### src/hdl/dspr_pkg.sv
// ----------------------------------------------------------------------------
// dspr_pkg
// Shared types and constants for the data stack with pick and roll.
// ----------------------------------------------------------------------------
package dspr_pkg;

    localparam int DEFAULT_DEPTH = 64;
    localparam int DEFAULT_WIDTH = 32;

    localparam int FUNC_W  = 2;
    localparam int VALUE_W = 32;
    localparam int POS_W   = 7;
    localparam int CAP_W   = 7;
    localparam int DEPTH_W = 7;
    localparam int STAT_W  = 2;

    localparam logic [CAP_W-1:0] CAPACITY_RESET = CAP_W'(64);

    typedef enum logic [FUNC_W-1:0] {
        FUNC_PUSH = 2'd0,
        FUNC_POP  = 2'd1,
        FUNC_PICK = 2'd2,
        FUNC_ROLL = 2'd3
    } t_func;

    typedef enum logic [STAT_W-1:0] {
        ST_OK       = 2'd0,
        ST_OVERFLOW = 2'd1,
        ST_RANGE    = 2'd2
    } t_status;

    typedef enum logic [1:0] {
        S_IDLE,
        S_ROLL_CAP,
        S_ROLL_SHIFT,
        S_ROLL_LAST
    } t_state;

    // Result of one transaction on its way to the output register.
    typedef struct packed {
        logic               pick;
        logic [DEPTH_W-1:0] depth;
        t_status            status;
    } t_result;

endpackage

### src/hdl/data_stack_pick_roll_core.sv
// ----------------------------------------------------------------------------
// data_stack_pick_roll_core
// LIFO word stack with push, pop, pick and roll held in one synchronous RAM.
// ----------------------------------------------------------------------------
// Usage:
//   Input channel (i_in_valid / o_in_ready) carries one request: i_func selects
//   push, pop, pick or roll; i_push_value is the word to push; i_position
//   counts from the top (1 is the top) for pick and roll.
//   Output channel (o_out_valid / i_out_ready) returns one result per request:
//   the picked word (zero otherwise), the depth after the request and a status.
//   Capacity is written through i_cfg_wr_en / i_cfg_wr_data while idle.
// Throughput and roll:
//   Push, pop, pick and any refused or trivial roll: the result passes through
//   the read stage and the output register, and a new transaction can enter
//   every cycle while the output is not stalled. The read stage covers the read
//   latency of the stack RAM, which every result path shares. A roll of n
//   elements walks the RAM one entry per cycle (one read and one write port):
//   o_in_ready stays low until the last write, which also loads the read stage.
// Reset:
//   Depth goes to zero and capacity to 64; RAM contents are not cleared, as
//   only entries below the depth are ever read.
// Stall:
//   A result waits in the output register; the one behind it waits in the
//   read stage, and the input is held off until that stage can drain.
// ----------------------------------------------------------------------------
module data_stack_pick_roll_core #(
    parameter int DEPTH = dspr_pkg::DEFAULT_DEPTH,
    parameter int WIDTH = dspr_pkg::DEFAULT_WIDTH
) (
    input  logic                          i_clk,
    input  logic                          i_rst_n,
    // configuration
    input  logic                          i_cfg_wr_en,
    input  logic [dspr_pkg::CAP_W-1:0]    i_cfg_wr_data,
    // request channel
    input  logic                          i_in_valid,
    output logic                          o_in_ready,
    input  logic [dspr_pkg::FUNC_W-1:0]   i_func,
    input  logic [dspr_pkg::VALUE_W-1:0]  i_push_value,
    input  logic [dspr_pkg::POS_W-1:0]    i_position,
    // result channel
    output logic                          o_out_valid,
    input  logic                          i_out_ready,
    output logic [dspr_pkg::VALUE_W-1:0]  o_read_value,
    output logic [dspr_pkg::DEPTH_W-1:0]  o_depth_count,
    output logic [dspr_pkg::STAT_W-1:0]   o_status
);
    import dspr_pkg::*;

    localparam int AW = $clog2(DEPTH);
    localparam int CW = $clog2(DEPTH + 1);
    // common width for comparing depth, capacity and position
    localparam int MW = ((CW > POS_W) ? CW : POS_W) + 1;

    // ------------------------------------------------------------------
    // Registers
    // ------------------------------------------------------------------
    t_state               r_state, n_state;
    logic [CW-1:0]        r_count, n_count;
    logic [CAP_W-1:0]     r_capacity;
    logic [AW-1:0]        r_ptr, n_ptr;
    logic [WIDTH-1:0]     r_moved, n_moved;

    logic                 r_s1_valid;
    t_result              r_s1;

    logic                 r_out_valid;
    logic [VALUE_W-1:0]   r_out_value;
    logic [DEPTH_W-1:0]   r_out_depth;
    t_status              r_out_status;

    // ------------------------------------------------------------------
    // RAM port controls
    // ------------------------------------------------------------------
    logic                 wr_en;
    logic [AW-1:0]        wr_addr;
    logic [WIDTH-1:0]     wr_data;
    logic                 rd_en;
    logic [AW-1:0]        rd_addr;
    logic [WIDTH-1:0]     rd_data;

    logic                 load_s1;
    t_result              s1_new;

    // ------------------------------------------------------------------
    // Handshake
    // ------------------------------------------------------------------
    logic in_fire;
    logic s1_adv;
    logic s1_free;

    assign s1_adv     = r_s1_valid && (!r_out_valid || i_out_ready);
    assign s1_free    = !r_s1_valid || s1_adv;
    assign o_in_ready = (r_state == S_IDLE) && s1_free;
    assign in_fire    = i_in_valid && o_in_ready;

    // ------------------------------------------------------------------
    // Request decode
    // ------------------------------------------------------------------
    t_func         func;
    logic [MW-1:0] count_x;
    logic [MW-1:0] pos_x;
    logic [MW-1:0] cap_x;
    logic          push_ok;
    logic          pop_ok;
    logic          pos_ok;
    logic          roll_run;
    logic [AW-1:0] sel_addr;
    logic [AW-1:0] top1;
    logic [AW-1:0] top2;

    always_comb begin
        func     = t_func'(i_func);
        count_x  = MW'(r_count);
        pos_x    = MW'(i_position);
        cap_x    = MW'(r_capacity);
        push_ok  = (count_x < cap_x) && (count_x < MW'(DEPTH));
        pop_ok   = (r_count != '0);
        pos_ok   = (pos_x != '0) && (pos_x <= count_x);
        // a roll of one element or none is a no-op
        roll_run = (pos_x >= MW'(2)) && (pos_x <= count_x);
        sel_addr = AW'(count_x - pos_x);
        top1     = AW'(count_x - MW'(1));
        top2     = AW'(count_x - MW'(2));
    end

    // ------------------------------------------------------------------
    // Next state
    // ------------------------------------------------------------------
    always_comb begin
        n_state = r_state;
        unique case (r_state)
            S_IDLE: begin
                if (in_fire && (func == FUNC_ROLL) && roll_run) begin
                    n_state = S_ROLL_CAP;
                end
            end
            S_ROLL_CAP: begin
                n_state = S_ROLL_SHIFT;
            end
            S_ROLL_SHIFT: begin
                if (r_ptr == top2) begin
                    n_state = S_ROLL_LAST;
                end
            end
            S_ROLL_LAST: begin
                n_state = S_IDLE;
            end
            default: begin
                n_state = S_IDLE;
            end
        endcase
    end

    // ------------------------------------------------------------------
    // Datapath and RAM control
    // ------------------------------------------------------------------
    always_comb begin
        wr_en   = 1'b0;
        wr_addr = '0;
        wr_data = '0;
        rd_en   = 1'b0;
        rd_addr = '0;
        load_s1 = 1'b0;
        s1_new  = '{pick: 1'b0, depth: DEPTH_W'(r_count), status: ST_OK};
        n_count = r_count;
        n_ptr   = r_ptr;
        n_moved = r_moved;

        unique case (r_state)
            S_IDLE: begin
                if (in_fire) begin
                    load_s1 = 1'b1;
                    unique case (func)
                        FUNC_PUSH: begin
                            if (push_ok) begin
                                wr_en        = 1'b1;
                                wr_addr      = AW'(r_count);
                                wr_data      = WIDTH'(i_push_value);
                                n_count      = r_count + CW'(1);
                                s1_new.depth = DEPTH_W'(n_count);
                            end else begin
                                s1_new.status = ST_OVERFLOW;
                            end
                        end
                        FUNC_POP: begin
                            if (pop_ok) begin
                                n_count      = r_count - CW'(1);
                                s1_new.depth = DEPTH_W'(n_count);
                            end else begin
                                s1_new.status = ST_RANGE;
                            end
                        end
                        FUNC_PICK: begin
                            if (pos_ok) begin
                                rd_en       = 1'b1;
                                rd_addr     = sel_addr;
                                s1_new.pick = 1'b1;
                            end else begin
                                s1_new.status = ST_RANGE;
                            end
                        end
                        FUNC_ROLL: begin
                            if (roll_run) begin
                                // fetch the element to move; result follows the walk
                                rd_en   = 1'b1;
                                rd_addr = sel_addr;
                                n_ptr   = sel_addr;
                                load_s1 = 1'b0;
                            end else if (pos_x >= MW'(2)) begin
                                s1_new.status = ST_RANGE;
                            end
                        end
                        default: begin
                            s1_new.status = ST_RANGE;
                        end
                    endcase
                end
            end
            S_ROLL_CAP: begin
                n_moved = rd_data;
                rd_en   = 1'b1;
                rd_addr = r_ptr + AW'(1);
            end
            S_ROLL_SHIFT: begin
                // shift the entry above down by one place
                wr_en   = 1'b1;
                wr_addr = r_ptr;
                wr_data = rd_data;
                if (r_ptr != top2) begin
                    rd_en   = 1'b1;
                    rd_addr = r_ptr + AW'(2);
                    n_ptr   = r_ptr + AW'(1);
                end
            end
            S_ROLL_LAST: begin
                wr_en   = 1'b1;
                wr_addr = top1;
                wr_data = r_moved;
                load_s1 = 1'b1;
            end
            default: begin
                load_s1 = 1'b0;
            end
        endcase
    end

    // ------------------------------------------------------------------
    // Stack RAM
    // ------------------------------------------------------------------
    dspr_ram #(
        .DEPTH (DEPTH),
        .WIDTH (WIDTH)
    ) u_ram (
        .i_clk     (i_clk),
        .i_wr_en   (wr_en),
        .i_wr_addr (wr_addr),
        .i_wr_data (wr_data),
        .i_rd_en   (rd_en),
        .i_rd_addr (rd_addr),
        .o_rd_data (rd_data)
    );

    // ------------------------------------------------------------------
    // Control registers
    // ------------------------------------------------------------------
    always_ff @(posedge i_clk) begin
        if (!i_rst_n) begin
            r_state     <= S_IDLE;
            r_count     <= '0;
            r_capacity  <= CAPACITY_RESET;
            r_s1_valid  <= 1'b0;
            r_out_valid <= 1'b0;
        end else begin
            r_state <= n_state;
            r_count <= n_count;
            if (i_cfg_wr_en) begin
                r_capacity <= i_cfg_wr_data;
            end
            if (load_s1) begin
                r_s1_valid <= 1'b1;
            end else if (s1_adv) begin
                r_s1_valid <= 1'b0;
            end
            if (s1_adv) begin
                r_out_valid <= 1'b1;
            end else if (i_out_ready) begin
                r_out_valid <= 1'b0;
            end
        end
    end

    // ------------------------------------------------------------------
    // Payload registers
    // ------------------------------------------------------------------
    always_ff @(posedge i_clk) begin
        r_ptr   <= n_ptr;
        r_moved <= n_moved;
        if (load_s1) begin
            r_s1 <= s1_new;
        end
        // the RAM read for a pick lands while the request sits in the read stage
        if (s1_adv) begin
            r_out_value  <= r_s1.pick ? VALUE_W'(rd_data) : '0;
            r_out_depth  <= r_s1.depth;
            r_out_status <= r_s1.status;
        end
    end

    assign o_out_valid   = r_out_valid;
    assign o_read_value  = r_out_value;
    assign o_depth_count = r_out_depth;
    assign o_status      = r_out_status;

`ifndef SYNTHESIS
    a_count_range: assert property (@(posedge i_clk) disable iff (!i_rst_n)
        MW'(r_count) <= MW'(DEPTH))
        else $error("stack depth beyond RAM depth");

    a_s1_no_overwrite: assert property (@(posedge i_clk) disable iff (!i_rst_n)
        load_s1 |-> s1_free)
        else $error("read stage overwritten while holding a result");

    a_ram_port_clash: assert property (@(posedge i_clk) disable iff (!i_rst_n)
        (wr_en && rd_en) |-> (wr_addr != rd_addr))
        else $error("RAM read and write hit the same entry");

    a_roll_keeps_depth: assert property (@(posedge i_clk) disable iff (!i_rst_n)
        (r_state != S_IDLE) |=> (r_count == $past(r_count)))
        else $error("depth changed during a roll");

    a_pick_ok: assert property (@(posedge i_clk) disable iff (!i_rst_n)
        (r_s1_valid && r_s1.pick) |-> (r_s1.status == ST_OK))
        else $error("pick data flagged on a failed request");
`endif

endmodule

### src/hdl/dspr_ram.sv
// ----------------------------------------------------------------------------
// dspr_ram
// Simple dual-port stack memory: one write port, one registered read port.
// ----------------------------------------------------------------------------
module dspr_ram #(
    parameter int DEPTH = dspr_pkg::DEFAULT_DEPTH,
    parameter int WIDTH = dspr_pkg::DEFAULT_WIDTH
) (
    input  logic                     i_clk,
    input  logic                     i_wr_en,
    input  logic [$clog2(DEPTH)-1:0] i_wr_addr,
    input  logic [WIDTH-1:0]         i_wr_data,
    input  logic                     i_rd_en,
    input  logic [$clog2(DEPTH)-1:0] i_rd_addr,
    output logic [WIDTH-1:0]         o_rd_data
);
    import dspr_pkg::*;

    logic [WIDTH-1:0] r_mem [DEPTH];
    logic [WIDTH-1:0] r_rd_data;

    always_ff @(posedge i_clk) begin
        if (i_wr_en) begin
            r_mem[i_wr_addr] <= i_wr_data;
        end
    end

    // Hold read data until the next read
    always_ff @(posedge i_clk) begin
        if (i_rd_en) begin
            r_rd_data <= r_mem[i_rd_addr];
        end
    end

    assign o_rd_data = r_rd_data;

endmodule
### config.mk
export PLATFORM = sky130hd
export DESIGN_NAME = data_stack_pick_roll_core
export DESIGN_NICKNAME = d
export VERILOG_FILES = /design/src/hdl/dspr_pkg.sv /design/src/hdl/data_stack_pick_roll_core.sv /design/src/hdl/dspr_ram.sv
export SDC_FILE = /design/constraint.sdc
export NUM_CORES = 2
export LEC_CHECK = 0
export BUFFER_PORTS_ARGS = -buffer_cell sky130_fd_sc_hd__buf_4
export CORE_MARGIN = 2
export CORE_UTILIZATION = 63
export CTS_CLUSTER_SIZE = 12
export DETAILED_ROUTE_END_ITERATION = 8
export PLACE_DENSITY_LB_ADDON = 0.05
export REMOVE_ABC_BUFFERS = 1
export SLEW_MARGIN = 40
export SYNTH_ARGS = -nofsm -noshare
export SYNTH_HDL_FRONTEND = slang
export SYNTH_SLANG_ARGS = --single-unit
### constraint.sdc
create_clock -name i_clk -period 6.86 [get_ports i_clk]
set_clock_uncertainty 0.1 [all_clocks]
set_input_delay 1.372 -clock i_clk [delete_from_list [all_inputs] [get_ports i_clk]]
set_output_delay 1.372 -clock i_clk [all_outputs]
set_load 0.005 [all_outputs]
==> flow_summary.yaml <==
power:
  power.combinational.fraction_pct: 24.0
  power.ir.vdd_worst_v: 0.000257
  powerDensity_mw_per_mm2: 350
  power_switching_share_pct: 31.6
  power.clock.fraction_pct: 30.3
  p_sw_mw: 11.0
  sequential_power_share_pct: 45.6
  cell_internal_power_mw: 23.9
  cellLeakagePower_nw: 33.8
clock_tree:
  cts.hold.buffers_added: 0
  worst_skew_late_latency_ns: 0.85
  path_clk_slew_ns: 0.06
  tritoncts: "built"
  cts_setup_buffers: 0
  ctsLongestPathBuffers: 3
  post_cts_resize_count: 0
  cts.sink_count: 2187
  ctsRootBufferMaster: "sky130_fd_sc_hd__clkbuf_16"
  cts_buf_count: 213
  htree_num_levels: 4
grt:
  grt_usage_pct: 39.1
  grt_overflow: 0
  antenna_found_initial: 9
  grt_start_max_net_pins: 113
  vias_in_the_first_global_route: 55300
  grt_pass1_wl_um: 396000
worst_setup_path:
  reg2reg_slack_ns: 0.67
  cp_max_fo: 48
  critical-path-top-cell-by-count: "sky130_fd_sc_hd__buf_4"
  critPathSlowestCell: "sky130_fd_sc_hd__nor4_1"
  crit_path_start: "r_count[1]$_SDFFE_PN0P_"
  worstSetupEndpointType: "flip-flop"
  cp.required_ns: 7.31
  critical_path.cell_chain: "inv_1, ha_1, o21ba_2, a221oi_2, nor2_2, a311o_2, o21ai_4, buf_12, buf_4, mux2_2, o22ai_1, nor3_1, nor4_1, buf_4, nand4_1"
  critical-path-max-stage-delay_ns: 0.70
  reg2reg_depth: 15
  crit_type: "reg -> reg"
  critical_r2r_capture: "u_ram.o_rd_data[13]$_DFFE_PP_"
  rr_startpoint: "r_count[1]$_SDFFE_PN0P_"
  cp.arrival_ns: 6.64
  startpoint_type: "flip-flop"
detailed_routing:
  totalWireLength_um: 280000
  detail_route.wirelength.met1_um: 101000
  detail_route.first_pass.iterations: 9
  detail_route.wl_per_cell_um: 34.1
  drt.antenna.violating_nets: 0
  drc: 0
  drt-initial-drc-count: 9684
  vias: 58800
  met3WireLength_um: 41100
  routed-wl-met2_um: 125000
  route.top_layer_used: "met5"
  viasPerCell: 7.14
timing:
  holdWs_ns: 0.316
  max_transition_margin_pct: 35.9
  tightest_pin_transition_ns: 0.953
  setup_viol: 0
  finalCriticalPeriod_ns: 6.19
  max_freq_mhz: 162
  unrepaired_setup_endpoints_after_global_routing: "false"
  hold_violations: 0
  fin_max_slew_vios: 0
  min_period_over_period_pct: 90.2
die:
  initial_utilization_pct: 63.4
  placeableCoreArea_mm2: 0.139
  die-width_um: 378
  die_area_mm2: 0.143
  io-pin-count: 96
  floorplan.rows: 137
  die_height_um: 378
synthesis:
  synthMostInstantiatedCell: "sky130_fd_sc_hd__edfxtp_1"
  ys_top_cells_by_area: "sky130_fd_sc_hd__edfxtp_1 (74%), sky130_fd_sc_hd__nand2_1 (2.7%), sky130_fd_sc_hd__mux2i_1 (1.8%)"
  syn_inst: 6030
  synthFlopType: "sky130_fd_sc_hd__edfxtp_1"
  synth_warnings: 0
  synth_area_per_cell_um2: 14.6
  mapped_area_mm2: 0.0882
  netlist.area_leader.share_pct: 73.8
  synth-seq-cells: 2187
  number_of_synthesized_flops_with_an_enable_pin: 2169
  largest_area_contributor_in_the_netlist: "sky130_fd_sc_hd__edfxtp_1"
  post_synth_num_cell_types: 92
  fraction_of_registers_with_async_set_reset_pct: 0
  synth_seq_area_share_pct: 74.2
  post_synth_most_frequent_cells: "sky130_fd_sc_hd__edfxtp_1 (2,169), sky130_fd_sc_hd__nand2_1 (645), sky130_fd_sc_hd__o21ai_0 (306)"
place:
  gpl.final_weighted_congestion: 0.962
  portBuffers: 95
  dpl.hpwl_um: 163000
min_path:
  min-delay-path-class: "reg -> reg"
  worstHoldStart: "r_s1[6]$_DFFE_PP_"
  timing.hold.worst_path_depth: 0
  hold_end: "o_depth_count[4]$_DFFE_PP_"
layout:
  finish.utilization_pct: 71.6
  areaGrowthSynthToFinish_pct: 13.0
  final_nets: 6308
  drive_above_1_share_pct: 15.0
flow_run:
  maxCapViolCount: 0
run_status:
  run_status: "finished, final reports clean"
==> cells by family after synthesis <==
group / count (synthesis) / synth area share (%)
multiplexers: 294 / 3.64
XOR/XNOR: 15 / 0.157
flip-flops: 2187 / 74.2
AO/OA/AOI/OAI: 1231 / 9.44
AND/OR/NAND/NOR: 1797 / 9.68
buffers and inverters: 473 / 2.39
adder cells (fa/ha/maj): 33 / 0.476
==> worst max-delay path by stage <==
stage	to	slack, ns	cells past startpoint
2_1_floorplan	u_ram.o_rd_data[29]$_DFFE_PP_	-14.91	7
3_3_place_gp	u_ram.o_rd_data[4]$_DFFE_PP_	0.50	14
3_5_place_dp	u_ram.o_rd_data[5]$_DFFE_PP_	0.49	16
4_1_cts	u_ram.o_rd_data[13]$_DFFE_PP_	0.81	15
5_1_grt	u_ram.o_rd_data[13]$_DFFE_PP_	0.54	15
6_report	u_ram.o_rd_data[13]$_DFFE_PP_	0.67	15
==> per-stage QoR <==
| step | power, mW | worst slack (ns) | TNS (ns) | std cells | instance area (µm²) |
|---|---|---|---|---|---|
| after floorplan | 20.8 | -14.91 | -531.33 | 5590 | 86300 |
| after global placement | 24.0 | 0.499 | 0 | 7866 | 93200 |
| after detailed placement | 24.2 | 0.491 | 0 | 7879 | 93500 |
| after CTS | 34.5 | 0.809 | 0 | 8218 | 99600 |
| after global routing | 35.7 | 0.543 | 0 | 8222 | 99700 |
| final | 34.9 | 0.674 | 0 | 8227 | 99700 |
==> final cells by class <==
cell class / count / area [µm²]
antenna: 5 / 12.5
clock buffer: 289 / 5750
clock inverter: 50 / 302
fill: 8979 / 39500
inverter: 33 / 124
multi-input combinational: 3370 / 21700
sequential: 2187 / 65500
tap: 1876 / 2350
timing repair buffer: 417 / 4000
==> power by group through the flow <==
| stage | clock network (mW) | logic, mW | registers, mW |
|---|---|---|---|
| 6_report | 10.6 | 8.39 | 15.9 |
| 5_1_grt | 11.1 | 8.66 | 15.9 |
| 4_1_cts | 10.6 | 8.04 | 15.9 |
| 3_5_place_dp | 0 | 8.00 | 16.2 |
| 3_3_place_gp | 0 | 7.82 | 16.2 |
| 2_1_floorplan | 0 | 4.86 | 16.0 |
==> layer usage <==
layer,vias to the layer above,global-route usage [%]
met4,2,16.5
li1,24000,-
met3,795,11.6
met5,-,0
met2,4819,58.2
met1,29100,54.2
==> flip-flops by register name, indices dropped and copies added, names as in the netlist <==
| register | cells |
|---|---|
| o_status | 2 |
| u_ram.o_rd_data | 32 |
| r_capacity | 7 |
| o_out_valid | 1 |
| u_ram.r_mem | 2048 |
| r_moved | 32 |
| o_read_value | 32 |
| r_s1 | 10 |
| r_count | 7 |
| r_s1_valid | 1 |
| r_ptr | 6 |
| o_depth_count | 7 |
| r_state | 2 |
==> critical path, delay by kind of cell, from the launching register on <==
kind	cells	cell delay (ns)
AND/OR/NAND/NOR	4	1.05
multiplexers	1	0.38
flip-flops	1	0.69
AO/OA/AOI/OAI	5	2.00
adder cells (fa/ha/maj)	1	0.34
buffers and inverters	4	1.26
==> layout by cell type (no fill, tap or decap), types with 68 or more instances in the layout <==
| cell type | synthesis | routed |
|---|---|---|
| sky130_fd_sc_hd__edfxtp_1 | 2169 | 2169 |
| sky130_fd_sc_hd__nand2_1 | 645 | 641 |
| sky130_fd_sc_hd__buf_4 | 30 | 347 |
| sky130_fd_sc_hd__o21ai_0 | 306 | 304 |
| sky130_fd_sc_hd__nand3_1 | 264 | 259 |
| sky130_fd_sc_hd__clkbuf_16 | 0 | 218 |
| sky130_fd_sc_hd__nor2_1 | 264 | 163 |
| sky130_fd_sc_hd__mux2i_1 | 162 | 162 |
| sky130_fd_sc_hd__nor3_1 | 160 | 159 |
| sky130_fd_sc_hd__a21oi_1 | 156 | 153 |
| sky130_fd_sc_hd__and3_1 | 130 | 130 |
| sky130_fd_sc_hd__o22ai_1 | 126 | 126 |
| sky130_fd_sc_hd__mux2_2 | 123 | 123 |
| sky130_fd_sc_hd__a31oi_1 | 124 | 123 |
| sky130_fd_sc_hd__or3_1 | 110 | 110 |
| sky130_fd_sc_hd__a211oi_1 | 110 | 109 |
| sky130_fd_sc_hd__nor2_4 | 0 | 103 |
| sky130_fd_sc_hd__clkbuf_1 | 252 | 68 |
(Power assumes the default switching activity.)
